[src/rtl/bbc_pkg.sv]
// ----------------------------------------------------------------------------
// bbc_pkg: shared types and constants of the buffer tag cache
// command and status codes, request record passed from front to back
// ----------------------------------------------------------------------------
package bbc_pkg;

   localparam int DEFAULT_BUFFER_COUNT = 16;
   localparam int QUEUE_DEPTH = 2;

   typedef enum logic [1:0] {
      CMD_GET     = 2'd0,
      CMD_DIRTY   = 2'd1,
      CMD_RELEASE = 2'd2,
      CMD_NONE    = 2'd3
   } cmd_type;

   typedef enum logic [2:0] {
      ST_HIT      = 3'd0,
      ST_MISS     = 3'd1,
      ST_NOFREE   = 3'd2,
      ST_UNDERRUN = 3'd3,
      ST_DONE     = 3'd4,
      ST_OVERFLOW = 3'd5
   } status_type;

   typedef struct packed {
      cmd_type     cmd;
      logic [7:0]  table_id;
      logic [31:0] block_number;
      logic [3:0]  buffer_index;
   } req_type;

   typedef struct packed {
      status_type  status;
      logic [3:0]  granted_buffer;
      logic        writeback_needed;
      logic [7:0]  writeback_table;
      logic [31:0] writeback_block;
      logic        fill_needed;
   } rsp_type;

   typedef enum logic [1:0] {
      BK_IDLE,
      BK_SCAN,
      BK_UPDATE,
      BK_OUT
   } back_state_type;

endpackage

[src/rtl/block_buffer_cache_lru.sv]
// ----------------------------------------------------------------------------
// block_buffer_cache_lru: fully associative buffer tag cache with lru
// get, mark dirty and release commands, one result transfer per request
// ----------------------------------------------------------------------------
// each request passes through the back end states in order (pop, tag compare
// and victim scan, state update, result), and the result is held until
// rsp_tready; the two-entry queue keeps taking requests meanwhile until full. the
// sequencer in the back end handles one request at a time since each one
// depends on the reference counts and recency left by the previous one.
// reset clears every entry directly, with no clearing pass.
module block_buffer_cache_lru #(
   parameter int BUFFER_COUNT = bbc_pkg::DEFAULT_BUFFER_COUNT
) (
   input  logic        clock,
   input  logic        reset,
   input  logic        req_tvalid,
   output logic        req_tready,
   // command[1:0], table_id[9:2], block_number[41:10], buffer_index[45:42]
   input  logic [47:0] req_tdata,
   output logic        rsp_tvalid,
   input  logic        rsp_tready,
   // status[2:0], granted_buffer[6:3], writeback_needed[7],
   // writeback_table[15:8], writeback_block[47:16], fill_needed[48]
   output logic [55:0] rsp_tdata
);
   import bbc_pkg::*;

   logic    q_valid, q_pop;
   req_type q_req;
   rsp_type rsp;

   bbc_front u_front (
      .clock      (clock),
      .reset      (reset),
      .req_tvalid (req_tvalid),
      .req_tready (req_tready),
      .req_tdata  (req_tdata),
      .q_valid    (q_valid),
      .q_req      (q_req),
      .q_pop      (q_pop)
   );

   bbc_back #(.BUFFER_COUNT(BUFFER_COUNT)) u_back (
      .clock     (clock),
      .reset     (reset),
      .q_valid   (q_valid),
      .q_req     (q_req),
      .q_pop     (q_pop),
      .rsp_valid (rsp_tvalid),
      .rsp_ready (rsp_tready),
      .rsp_data  (rsp)
   );

   // pack the result fields, lowest first
   assign rsp_tdata = {7'd0, rsp.fill_needed, rsp.writeback_block, rsp.writeback_table,
                       rsp.writeback_needed, rsp.granted_buffer, rsp.status};

endmodule

[src/rtl/bbc_front.sv]
// ----------------------------------------------------------------------------
// bbc_front: request intake and queue
// accepts stream transfers, decodes the command and queues the request
// ----------------------------------------------------------------------------
module bbc_front (
   input  logic              clock,
   input  logic              reset,
   input  logic              req_tvalid,
   output logic              req_tready,
   input  logic [47:0]       req_tdata,
   output logic              q_valid,
   output bbc_pkg::req_type  q_req,
   input  logic              q_pop
);
   import bbc_pkg::*;

   req_type    slot_ff [QUEUE_DEPTH];
   logic [1:0] count_ff, count_in;
   logic       rd_ff, rd_in, wr_ff, wr_in;
   logic       push;
   req_type    incoming;

   always_comb begin
      incoming.cmd          = cmd_type'(req_tdata[1:0]);
      incoming.table_id     = req_tdata[9:2];
      incoming.block_number = req_tdata[41:10];
      incoming.buffer_index = req_tdata[45:42];
   end

   assign req_tready = (count_ff != 2'(QUEUE_DEPTH));
   assign push       = req_tvalid && req_tready;
   assign q_valid    = (count_ff != 2'd0);
   assign q_req      = slot_ff[rd_ff];

   always_comb begin
      count_in = count_ff + 2'(push) - 2'(q_pop);
      rd_in    = rd_ff ^ q_pop;
      wr_in    = wr_ff ^ push;
   end

   always_ff @(posedge clock) begin
      if (reset) begin
         count_ff <= 2'd0;
         rd_ff    <= 1'b0;
         wr_ff    <= 1'b0;
      end else begin
         count_ff <= count_in;
         rd_ff    <= rd_in;
         wr_ff    <= wr_in;
      end
      if (push) begin
         slot_ff[wr_ff] <= incoming;
      end
   end

`ifndef SYNTHESIS
   a_no_pop_empty: assert property (@(posedge clock) disable iff (reset)
      q_pop |-> q_valid) else $error("pop from empty queue");
   a_count_range: assert property (@(posedge clock) disable iff (reset)
      count_ff <= 2'(QUEUE_DEPTH)) else $error("queue count out of range");
   a_count_step: assert property (@(posedge clock) disable iff (reset)
      (push && !q_pop) |=> count_ff == $past(count_ff) + 2'd1)
      else $error("queue count missed a push");
`endif

endmodule

[src/rtl/bbc_back.sv]
// ----------------------------------------------------------------------------
// bbc_back: tag store and command execution
// scans entries for hit and victim, updates state, holds the result
// ----------------------------------------------------------------------------
module bbc_back #(
   parameter int BUFFER_COUNT = bbc_pkg::DEFAULT_BUFFER_COUNT
) (
   input  logic              clock,
   input  logic              reset,
   input  logic              q_valid,
   input  bbc_pkg::req_type  q_req,
   output logic              q_pop,
   output logic              rsp_valid,
   input  logic              rsp_ready,
   output bbc_pkg::rsp_type  rsp_data
);
   import bbc_pkg::*;

   localparam int IW = (BUFFER_COUNT > 1) ? $clog2(BUFFER_COUNT) : 1;

   logic          assigned_ff [BUFFER_COUNT];
   logic [7:0]    tab_ff      [BUFFER_COUNT];
   logic [31:0]   blk_ff      [BUFFER_COUNT];
   logic [7:0]    refs_ff     [BUFFER_COUNT];
   logic          dval_ff     [BUFFER_COUNT];
   logic          dirty_ff    [BUFFER_COUNT];
   logic [IW-1:0] rank_ff     [BUFFER_COUNT];

   back_state_type state_ff, state_in;
   req_type        cur_ff;
   rsp_type        rsp_ff, rsp_in;
   logic           found_ff, have_ff;
   logic [IW-1:0]  hit_ff, vic_ff;

   logic           found_c, have_c, idx_ok;
   logic [IW-1:0]  hit_c, vic_c, idx;
   logic [IW-1:0]  best_c;
   logic [7:0]     idx_full;

   assign idx_full = {4'd0, cur_ff.buffer_index};
   assign idx_ok   = (32'(idx_full) < BUFFER_COUNT);
   assign idx      = idx_full[IW-1:0];

   // parallel tag compare and oldest free entry search
   always_comb begin
      found_c = 1'b0;
      hit_c   = '0;
      have_c  = 1'b0;
      vic_c   = '0;
      best_c  = '0;
      for (int i = BUFFER_COUNT - 1; i >= 0; i--) begin
         if (assigned_ff[i] && tab_ff[i] == cur_ff.table_id &&
             blk_ff[i] == cur_ff.block_number) begin
            found_c = 1'b1;
            hit_c   = IW'(i);
         end
      end
      for (int i = 0; i < BUFFER_COUNT; i++) begin
         if (refs_ff[i] == 8'd0 && (!have_c || rank_ff[i] > best_c)) begin
            have_c = 1'b1;
            best_c = rank_ff[i];
            vic_c  = IW'(i);
         end
      end
   end

   always_comb begin
      state_in = state_ff;
      q_pop    = 1'b0;
      rsp_in   = rsp_ff;
      unique case (state_ff)
         BK_IDLE: begin
            if (q_valid) begin
               q_pop    = 1'b1;
               state_in = BK_SCAN;
            end
         end
         BK_SCAN:   state_in = BK_UPDATE;
         BK_UPDATE: begin
            rsp_in        = '0;
            rsp_in.status = ST_DONE;
            unique case (cur_ff.cmd)
               CMD_GET: begin
                  if (found_ff) begin
                     rsp_in.granted_buffer = 4'(hit_ff);
                     if (refs_ff[hit_ff] == 8'hFF) begin
                        rsp_in.status = ST_OVERFLOW;
                     end else begin
                        rsp_in.status      = ST_HIT;
                        rsp_in.fill_needed = !dval_ff[hit_ff];
                     end
                  end else if (!have_ff) begin
                     rsp_in.status = ST_NOFREE;
                  end else begin
                     rsp_in.status         = ST_MISS;
                     rsp_in.granted_buffer = 4'(vic_ff);
                     rsp_in.fill_needed    = 1'b1;
                     if (assigned_ff[vic_ff] && dirty_ff[vic_ff]) begin
                        rsp_in.writeback_needed = 1'b1;
                        rsp_in.writeback_table  = tab_ff[vic_ff];
                        rsp_in.writeback_block  = blk_ff[vic_ff];
                     end
                  end
               end
               CMD_RELEASE: begin
                  if (idx_ok && refs_ff[idx] == 8'd0) begin
                     rsp_in.status = ST_UNDERRUN;
                  end
               end
               default: rsp_in.status = ST_DONE;
            endcase
            state_in = BK_OUT;
         end
         BK_OUT: begin
            if (rsp_ready) begin
               state_in = BK_IDLE;
            end
         end
         default: state_in = BK_IDLE;
      endcase
   end

   always_ff @(posedge clock) begin
      if (reset) begin
         state_ff <= BK_IDLE;
         for (int i = 0; i < BUFFER_COUNT; i++) begin
            assigned_ff[i] <= 1'b0;
            tab_ff[i]      <= 8'd0;
            blk_ff[i]      <= 32'd0;
            refs_ff[i]     <= 8'd0;
            dval_ff[i]     <= 1'b0;
            dirty_ff[i]    <= 1'b0;
            rank_ff[i]     <= IW'(BUFFER_COUNT - 1 - i);
         end
      end else begin
         state_ff <= state_in;
         if (state_ff == BK_UPDATE) begin
            unique case (cur_ff.cmd)
               CMD_GET: begin
                  if (found_ff) begin
                     if (refs_ff[hit_ff] != 8'hFF) begin
                        refs_ff[hit_ff] <= refs_ff[hit_ff] + 8'd1;
                        dval_ff[hit_ff] <= 1'b1;
                     end
                  end else if (have_ff) begin
                     assigned_ff[vic_ff] <= 1'b1;
                     tab_ff[vic_ff]      <= cur_ff.table_id;
                     blk_ff[vic_ff]      <= cur_ff.block_number;
                     dirty_ff[vic_ff]    <= 1'b0;
                     refs_ff[vic_ff]     <= 8'd1;
                     dval_ff[vic_ff]     <= 1'b1;
                  end
               end
               CMD_DIRTY: begin
                  if (idx_ok && assigned_ff[idx]) begin
                     dirty_ff[idx] <= 1'b1;
                  end
               end
               CMD_RELEASE: begin
                  if (idx_ok && refs_ff[idx] != 8'd0) begin
                     refs_ff[idx] <= refs_ff[idx] - 8'd1;
                     if (refs_ff[idx] == 8'd1) begin
                        for (int i = 0; i < BUFFER_COUNT; i++) begin
                           if (rank_ff[i] < rank_ff[idx]) begin
                              rank_ff[i] <= rank_ff[i] + IW'(1);
                           end
                        end
                        rank_ff[idx] <= '0;
                     end
                  end
               end
               default: ;
            endcase
         end
      end
      if (q_pop) begin
         cur_ff <= q_req;
      end
      if (state_ff == BK_SCAN) begin
         found_ff <= found_c;
         hit_ff   <= hit_c;
         have_ff  <= have_c;
         vic_ff   <= vic_c;
      end
      rsp_ff <= rsp_in;
   end

   assign rsp_valid = (state_ff == BK_OUT);
   assign rsp_data  = rsp_ff;

`ifndef SYNTHESIS
   a_pop_idle: assert property (@(posedge clock) disable iff (reset)
      q_pop |-> state_ff == BK_IDLE) else $error("pop outside idle");
   a_rsp_hold: assert property (@(posedge clock) disable iff (reset)
      (rsp_valid && !rsp_ready) |=> rsp_valid && $stable(rsp_data))
      else $error("result changed while stalled");
   a_update_out: assert property (@(posedge clock) disable iff (reset)
      state_ff == BK_UPDATE |=> rsp_valid) else $error("result not shown");
`endif

endmodule

[config.mk]
export PLATFORM = sky130hd
export DESIGN_NAME = block_buffer_cache_lru
export DESIGN_NICKNAME = d
export VERILOG_FILES = /design/src/rtl/bbc_pkg.sv /design/src/rtl/block_buffer_cache_lru.sv /design/src/rtl/bbc_front.sv /design/src/rtl/bbc_back.sv
export SDC_FILE = /design/constraint.sdc
export NUM_CORES = 2
export LEC_CHECK = 0
export BUFFER_PORTS_ARGS = -buffer_cell sky130_fd_sc_hd__buf_2
export CAP_MARGIN = 15
export CORE_MARGIN = 2
export CORE_UTILIZATION = 58
export CTS_CLUSTER_DIAMETER = 60
export DETAILED_ROUTE_END_ITERATION = 16
export GPL_TIMING_DRIVEN = 0
export PLACE_DENSITY = 0.88
export SYNTH_ARGS = -nofsm -noshare
export SYNTH_HDL_FRONTEND = slang
export SYNTH_HIERARCHICAL = 1
export SYNTH_SLANG_ARGS = --single-unit
[constraint.sdc]
create_clock -name clock -period 23.6 [get_ports clock]
set_input_delay 7.08 -clock clock [delete_from_list [all_inputs] [get_ports clock]]
set_output_delay 7.08 -clock clock [all_outputs]
set_load 0.005 [all_outputs]
### After elaboration in Yosys (flattened, before gate mapping)

Memory sizes are Yosys's and may differ from the RTL's. A register that Yosys moved wholly into a read port is not among the register bits.
Cells that the tools add are included.

* bits in read-only memories: 0
* register bits after elaboration: 65
* RAM bits: 972
* memories kept: 8
* bits in latches: 0
* logic and storage cells: 532

Memories
* u_back.blk_ff: depth 16, width 32, rd ports 17, clocked after Yosys merged registers in 0, wr ports 16, RTL line bbc_back.sv:23 `logic [31:0] blk_ff [BUFFER_COUNT];`
* u_back.refs_ff: depth 16, width 8, rd ports 18, clocked after Yosys merged registers in 0, wr ports 16, RTL line bbc_back.sv:24 `logic [7:0] refs_ff [BUFFER_COUNT];`
* u_back.tab_ff: depth 16, width 8, rd ports 17, clocked after Yosys merged registers in 0, wr ports 16, RTL line bbc_back.sv:22 `logic [7:0] tab_ff [BUFFER_COUNT];`
* u_front.slot_ff: depth 2, width 46, rd ports 1, clocked after Yosys merged registers in 1, wr ports 1, RTL line bbc_front.sv:17 `req_type slot_ff [QUEUE_DEPTH];`
* u_back.rank_ff: depth 16, width 4, rd ports 17, clocked after Yosys merged registers in 0, wr ports 17, RTL line bbc_back.sv:27 `logic [IW-1:0] rank_ff [BUFFER_COUNT];`
* u_back.assigned_ff: depth 16, width 1, rd ports 18, clocked after Yosys merged registers in 0, wr ports 16, RTL line bbc_back.sv:21 `logic assigned_ff [BUFFER_COUNT];`
* +2 memories

* bitwise operators: 21
* $add $sub $neg: 20
* equality and inequality tests: 43
* shift operators: 0
* multiplexer cells: 264
* divide/modulo/power cells: 0
* reductions and logical operators: 124
* magnitude comparators: 32
* multipliers: 0

Operator list (count)
* 32-bit equality test: 16
* 4-bit two-way mux: 49
* 1-bit two-way mux: 182
* 8-bit logical NOT: 17
* 8-bit equality test: 16
* 4-bit by 1-bit adder with 4-bit output, second input constant: 16
* 4-bit < comparator: 16
* 4-bit > comparator: 15
* 1-bit logical AND: 52
* 8-bit OR reduction: 6
* 46-bit two-way mux: 1
* 3-bit two-way mux: 14
* 41-bit two-way mux: 1
* 32-bit two-way mux: 1
* 8-bit two-way mux: 4
* 32-bit OR reduction: 1
* 2-bit two-way mux: 9
* 1-bit logical NOT: 16
* 1-bit OR: 16
* 1-bit logical OR: 15
* 15-bit OR reduction: 1
* 4-bit OR reduction: 3
* 8-bit by 1-bit adder with 8-bit output, second input constant: 1
* 8-bit by 1-bit equality test with 1-bit output, second input constant: 1
* other kinds (22): 35

### Longest topological paths before layout

An unclocked memory read counts as a cell.

* depth after elaboration: 63
* gate-level depth with buffers: 135
* gate-level depth less buffers: 133

### By module

Netlist, hierarchy kept.

By module, submodules not included
* bbc_back: sequential area each 28737.6 um^2, cells each 4625, area each 57121.0 um^2, times used 1
* bbc_front: sequential area each 2842.7 um^2, cells each 166, area each 3534.6 um^2, times used 1
* block_buffer_cache_lru: sequential area each 0.0 um^2, cells each 8, area each 56.3 um^2, times used 1

### Worst setup path before layout

Ideal clock, no wire load.

* kind: register to register
* start point: memory u_back.refs_ff[0][4]
* end point: register u_back.vic_ff[2] (data pin)
* library setup time: 268 ps
* cell stages (with the launch flop): 122
* path buffers: 3
* setup slack: 1651 ps
* data arrival time: 21681 ps
* cell sequence: edfxtp_1 -> or4_4 -> nor2_8 -> nand2_1 -> ha_1 -> o21a_1 -> o21ai_0 -> o21ai_0 -> a32oi_1 -> ha_1 -> nor2b_1 -> o211a_1 -> o211ai_1 -> and2_0 -> a21o_1 -> ha_1 -> nor2b_1 -> o211ai_1 -> [... 86 more ...] -> o21ai_0 -> nand2b_1 -> a21oi_1 -> a41o_1 -> a21o_1 -> inv_1 -> a21o_1 -> o22ai_1 -> ha_1 -> nor2b_1 -> o21ai_0 -> nand2b_1 -> a21oi_1 -> a41o_1 -> a21o_1 -> nand2_1 -> nor3_1 -> o21ai_0

RTL lines
* start, declared: RTL line bbc_back.sv:24
* end signal, assigned: RTL line bbc_back.sv:183 `vic_ff <= vic_c;`
* end, declared: RTL line bbc_back.sv:33 `logic [IW-1:0] hit_ff, vic_ff;`

==> results_dict.tcl <==
set metrics [dict create \
    status "complete, no violations" \
    wl_um 261000 \
    insertion_delay_ps 750 \
    synth-edff-count 981 \
    layout-area-overhead-vs-synth_pct 14.2 \
    cts-root-to-sink-buffers 3 \
    clock_tree.htree_level_count 3 \
    die_height_um 328 \
    floorplan.initialDensity 0.586 \
    leakage_nw 26.5 \
    synth_seq_cells 1087 \
    placement_row_count 118 \
    grt-ovfl-total 0 \
    setup.worst_path.start_class "flip-flop" \
    drt_pass1_iterations 12 \
    worst-path-buf-inv 9 \
    finalInstanceArea_mm2 0.0693 \
    dpl.hpwl_um 202000 \
    finalNetCount 5311 \
    path_clk_slew_ps 60 \
    synthesis.area_per_instance_um2 12.7 \
    final_period_minus_worst_setup_slack_ps 23120 \
    detail_route.vias_per_cell 7.25 \
    max-cap-violations 0 \
    drive_above_1_share 0.178 \
    synth_flop_cell "edfxtp_1" \
    cpMostUsedCell "a21oi_2" \
    relSlewSlack 0.0963 \
    grt_antenna_before_repair 22 \
    die_width_um 328 \
    synth_top_cell_area_share 0.485 \
    holdCritPathClass "flip-flop to flip-flop" \
    cts_tree "yes" \
    ys_top_cells_by_area "edfxtp_1 (49%), mux4_2 (11%), xor2_1 (6.7%)" \
    synth.yosys.warnings 6 \
    final_instance_count_excl_fillers 6628 \
    final_antenna_net_count 0 \
    worstReg2RegStart "u_back/refs_ff[0][2]" \
    cts_hold_repair.buffers 0 \
    timing.final.crit_share 0.980 \
    final.setup_skew_ps 31.1 \
    worstSetupEndpointType "flip-flop" \
    numPlacedInstances 6314 \
    place.gp.congestion 1.08 \
    critPathRequiredTime_ps 24060 \
    clock-sinks 1087 \
    arrival_ps 23590 \
    critPathMaxFanout 7 \
    slew_viol_final 0 \
    first_global_vias 44826 \
    die_area_mm2 0.107 \
    critical-path-top-delay-family "compound AO/OA/AOI/OAI gates" \
    synthesis.area_mm2 0.0607 \
    detailroute.via_count 48065 \
    critical_path.max_stage_delay_ps 580 \
    timing_worst_slew_pin_value_ps 1340 \
    cell_area_after_placement_mm2 0.0637 \
    hold-worst-slack_ps 456 \
    first_pass_grt_wire_length_um 349000 \
    critPathLaunch "u_back/refs_ff[0][2]" \
    p_per_area_mw_per_mm2 108 \
    detail_route.wl_per_cell_um 39.3 \
    synth_seq_area_share 0.520 \
    place.port_buffers 100 \
    grt_max_degree 42 \
    asyncSetResetFlopFracSynth 0 \
    numCtsBuffers 121 \
    hold_viol 0 \
    globalRouteTotalUtil 0.476 \
    cts-root-buf "clkbuf_16" \
    first_iter_violations 8578 \
    report.final.setup_viol 0 \
    path_class "flip-flop to flip-flop" \
    hold_start "u_back/dval_ff[11]" \
    core_mm2 0.104 \
    detail_route.drc_violations 0 \
    floorplan.io_pins 110 \
    yosysUniqueCellTypes 100 \
    vdd.ir_drop.worst_mv 0.0880 \
    netlist.top_cell.by_area "edfxtp_1" \
    cpMaxStageDelayCell "or4_4" \
    synthesis.instances 4799 \
    maxClockFrequency_ghz 0.0432 \
]
-- worst reg2reg max path: cells and delay by family (launching register included) --
kind | cells | cell delay (ps)
muxes | 5 | 1410
buffers and inverters | 9 | 1060
adders and majority gates | 15 | 4150
DFF | 1 | 460
AOI/OAI and AO/OA | 62 | 10610
and+or+nand+nor | 36 | 5160
-- Yosys cell counts, types with 28 or more instances --
library cell  instances
clkbuf_1            366
nor4_1              137
nand2_1             131
ha_1                127
mux4_2              309
xnor2_1             225
xor2_1              465
nor2b_1              63
nand3_1              38
nor2_1              254
nand2b_1             28
a21o_1               31
edfxtp_1            981
and3_1              551
dfxtp_1             106
mux2_1               47
nor3_1              165
nand4_1              99
a21oi_1             117
inv_1                72
o21ai_0              85
buf_1                51
-- power breakdown --
| group | switching [mW] | leakage, nW | total, mW | internal [mW] |
|---|---|---|---|---|
| combinational | 2.24 | 13.7 | 3.16 | 0.918 |
| clock | 0.844 | 2.01 | 1.99 | 1.15 |
| sequential | 0.100 | 10.8 | 2.37 | 2.27 |
| total | 3.19 | 26.5 | 7.52 | 4.33 |
-- final cells by class --
| type | instances | area [um^2] |
|---|---|---|
| fill | 7505 | 34300 |
| sequential | 1087 | 31600 |
| multi-input combinational | 3203 | 28100 |
| clock buffer | 142 | 3150 |
| buffer | 441 | 1760 |
| tap | 1380 | 1730 |
| timing repair buffer | 204 | 1690 |
| clock inverter | 86 | 996 |
| inverter | 74 | 278 |
| antenna | 11 | 27.5 |
-- cells in the final DEF, fill, tap and decap left out, drive strengths merged, types with 31 or more instances in the layout --
master | synthesis | final
edfxtp | 981 | 981
and3 | 552 | 552
clkbuf | 368 | 510
xor2 | 465 | 465
mux4 | 309 | 309
buf | 73 | 277
nor2 | 257 | 257
xnor2 | 225 | 225
nor3 | 166 | 166
nor4 | 137 | 137
nand2 | 131 | 131
ha | 127 | 127
a21oi | 117 | 117
dfxtp | 106 | 106
nand4 | 99 | 99
o21ai | 89 | 89
inv | 74 | 87
nor2b | 63 | 63
mux2 | 57 | 57
clkinv | 0 | 49
nand3 | 38 | 38
a21o | 31 | 31
-- timing repair --
action / in CTS / in global routing
setup endpoints to repair: 4 / 4
resized for setup: 33 / 125
gates cloned: 0 / 1
pin swaps: 7 / 93
buffers inserted: 15 / 49
-- state kept, by name (all words and copies together), names as in the netlist, named ones only --
| register | cells |
|---|---|
| u_back/hit_ff | 4 |
| u_back/idx | 4 |
| u_back/state_ff | 2 |
| u_back/assigned_ff | 16 |
| u_back/found_ff | 1 |
| u_back/cur_ff | 42 |
| u_back/dirty_ff | 16 |
| u_back/refs_ff | 128 |
| u_back/blk_ff | 512 |
| u_back/dval_ff | 16 |
| u_back/tab_ff | 128 |
| u_front/slot_ff | 92 |
| u_front/count_ff | 2 |
| u_back/rank_ff | 64 |
| u_back/vic_ff | 4 |
| u_back/have_ff | 1 |
| u_back/rsp_data | 49 |
| u_front/rd_ff | 1 |
| u_front/wr_ff | 1 |
-- final timing paths --
path	depth (start not counted)	slack [ps]	end
max	127	480	u_back/vic_ff[2]
min	1	460	u_back/dval_ff[11]
max reg2reg	127	480	u_back/vic_ff[2]
min reg2reg	1	460	u_back/dval_ff[11]
-- stage by stage --
stage	util	power, mW	setup TNS (ps)	setup WS (ps)
after floorplan	-	3.98	0	1650
after global placement	0.607	5.27	-5920	-1680
after detailed placement	0.615	5.32	-7030	-1950
after CTS	0.657	7.29	0	100
after global routing	0.669	7.57	-1160	-390
final	0.669	7.52	0	476
-- logic make-up after synthesis --
family,synth area share
xor+xnor,0.0995
buf+inv,0.0333
simple gates,0.142
flops,0.520
mux,0.129
other cells,0.0000618
fa+ha+maj,0.0262
compound gates,0.0490
-- per-layer routing --
| metal | up-vias | track usage | part of all wire |
|---|---|---|---|
| met5 | - | 0.0115 | 0.00066 |
| met4 | 12 | 0.281 | 0.074 |
| met3 | 768 | 0.180 | 0.16 |
| met2 | 4402 | 0.678 | 0.42 |
| met1 | 24021 | 0.622 | 0.35 |
| li1 | 18862 | - | - |
Power figures use the tool's default switching activity.
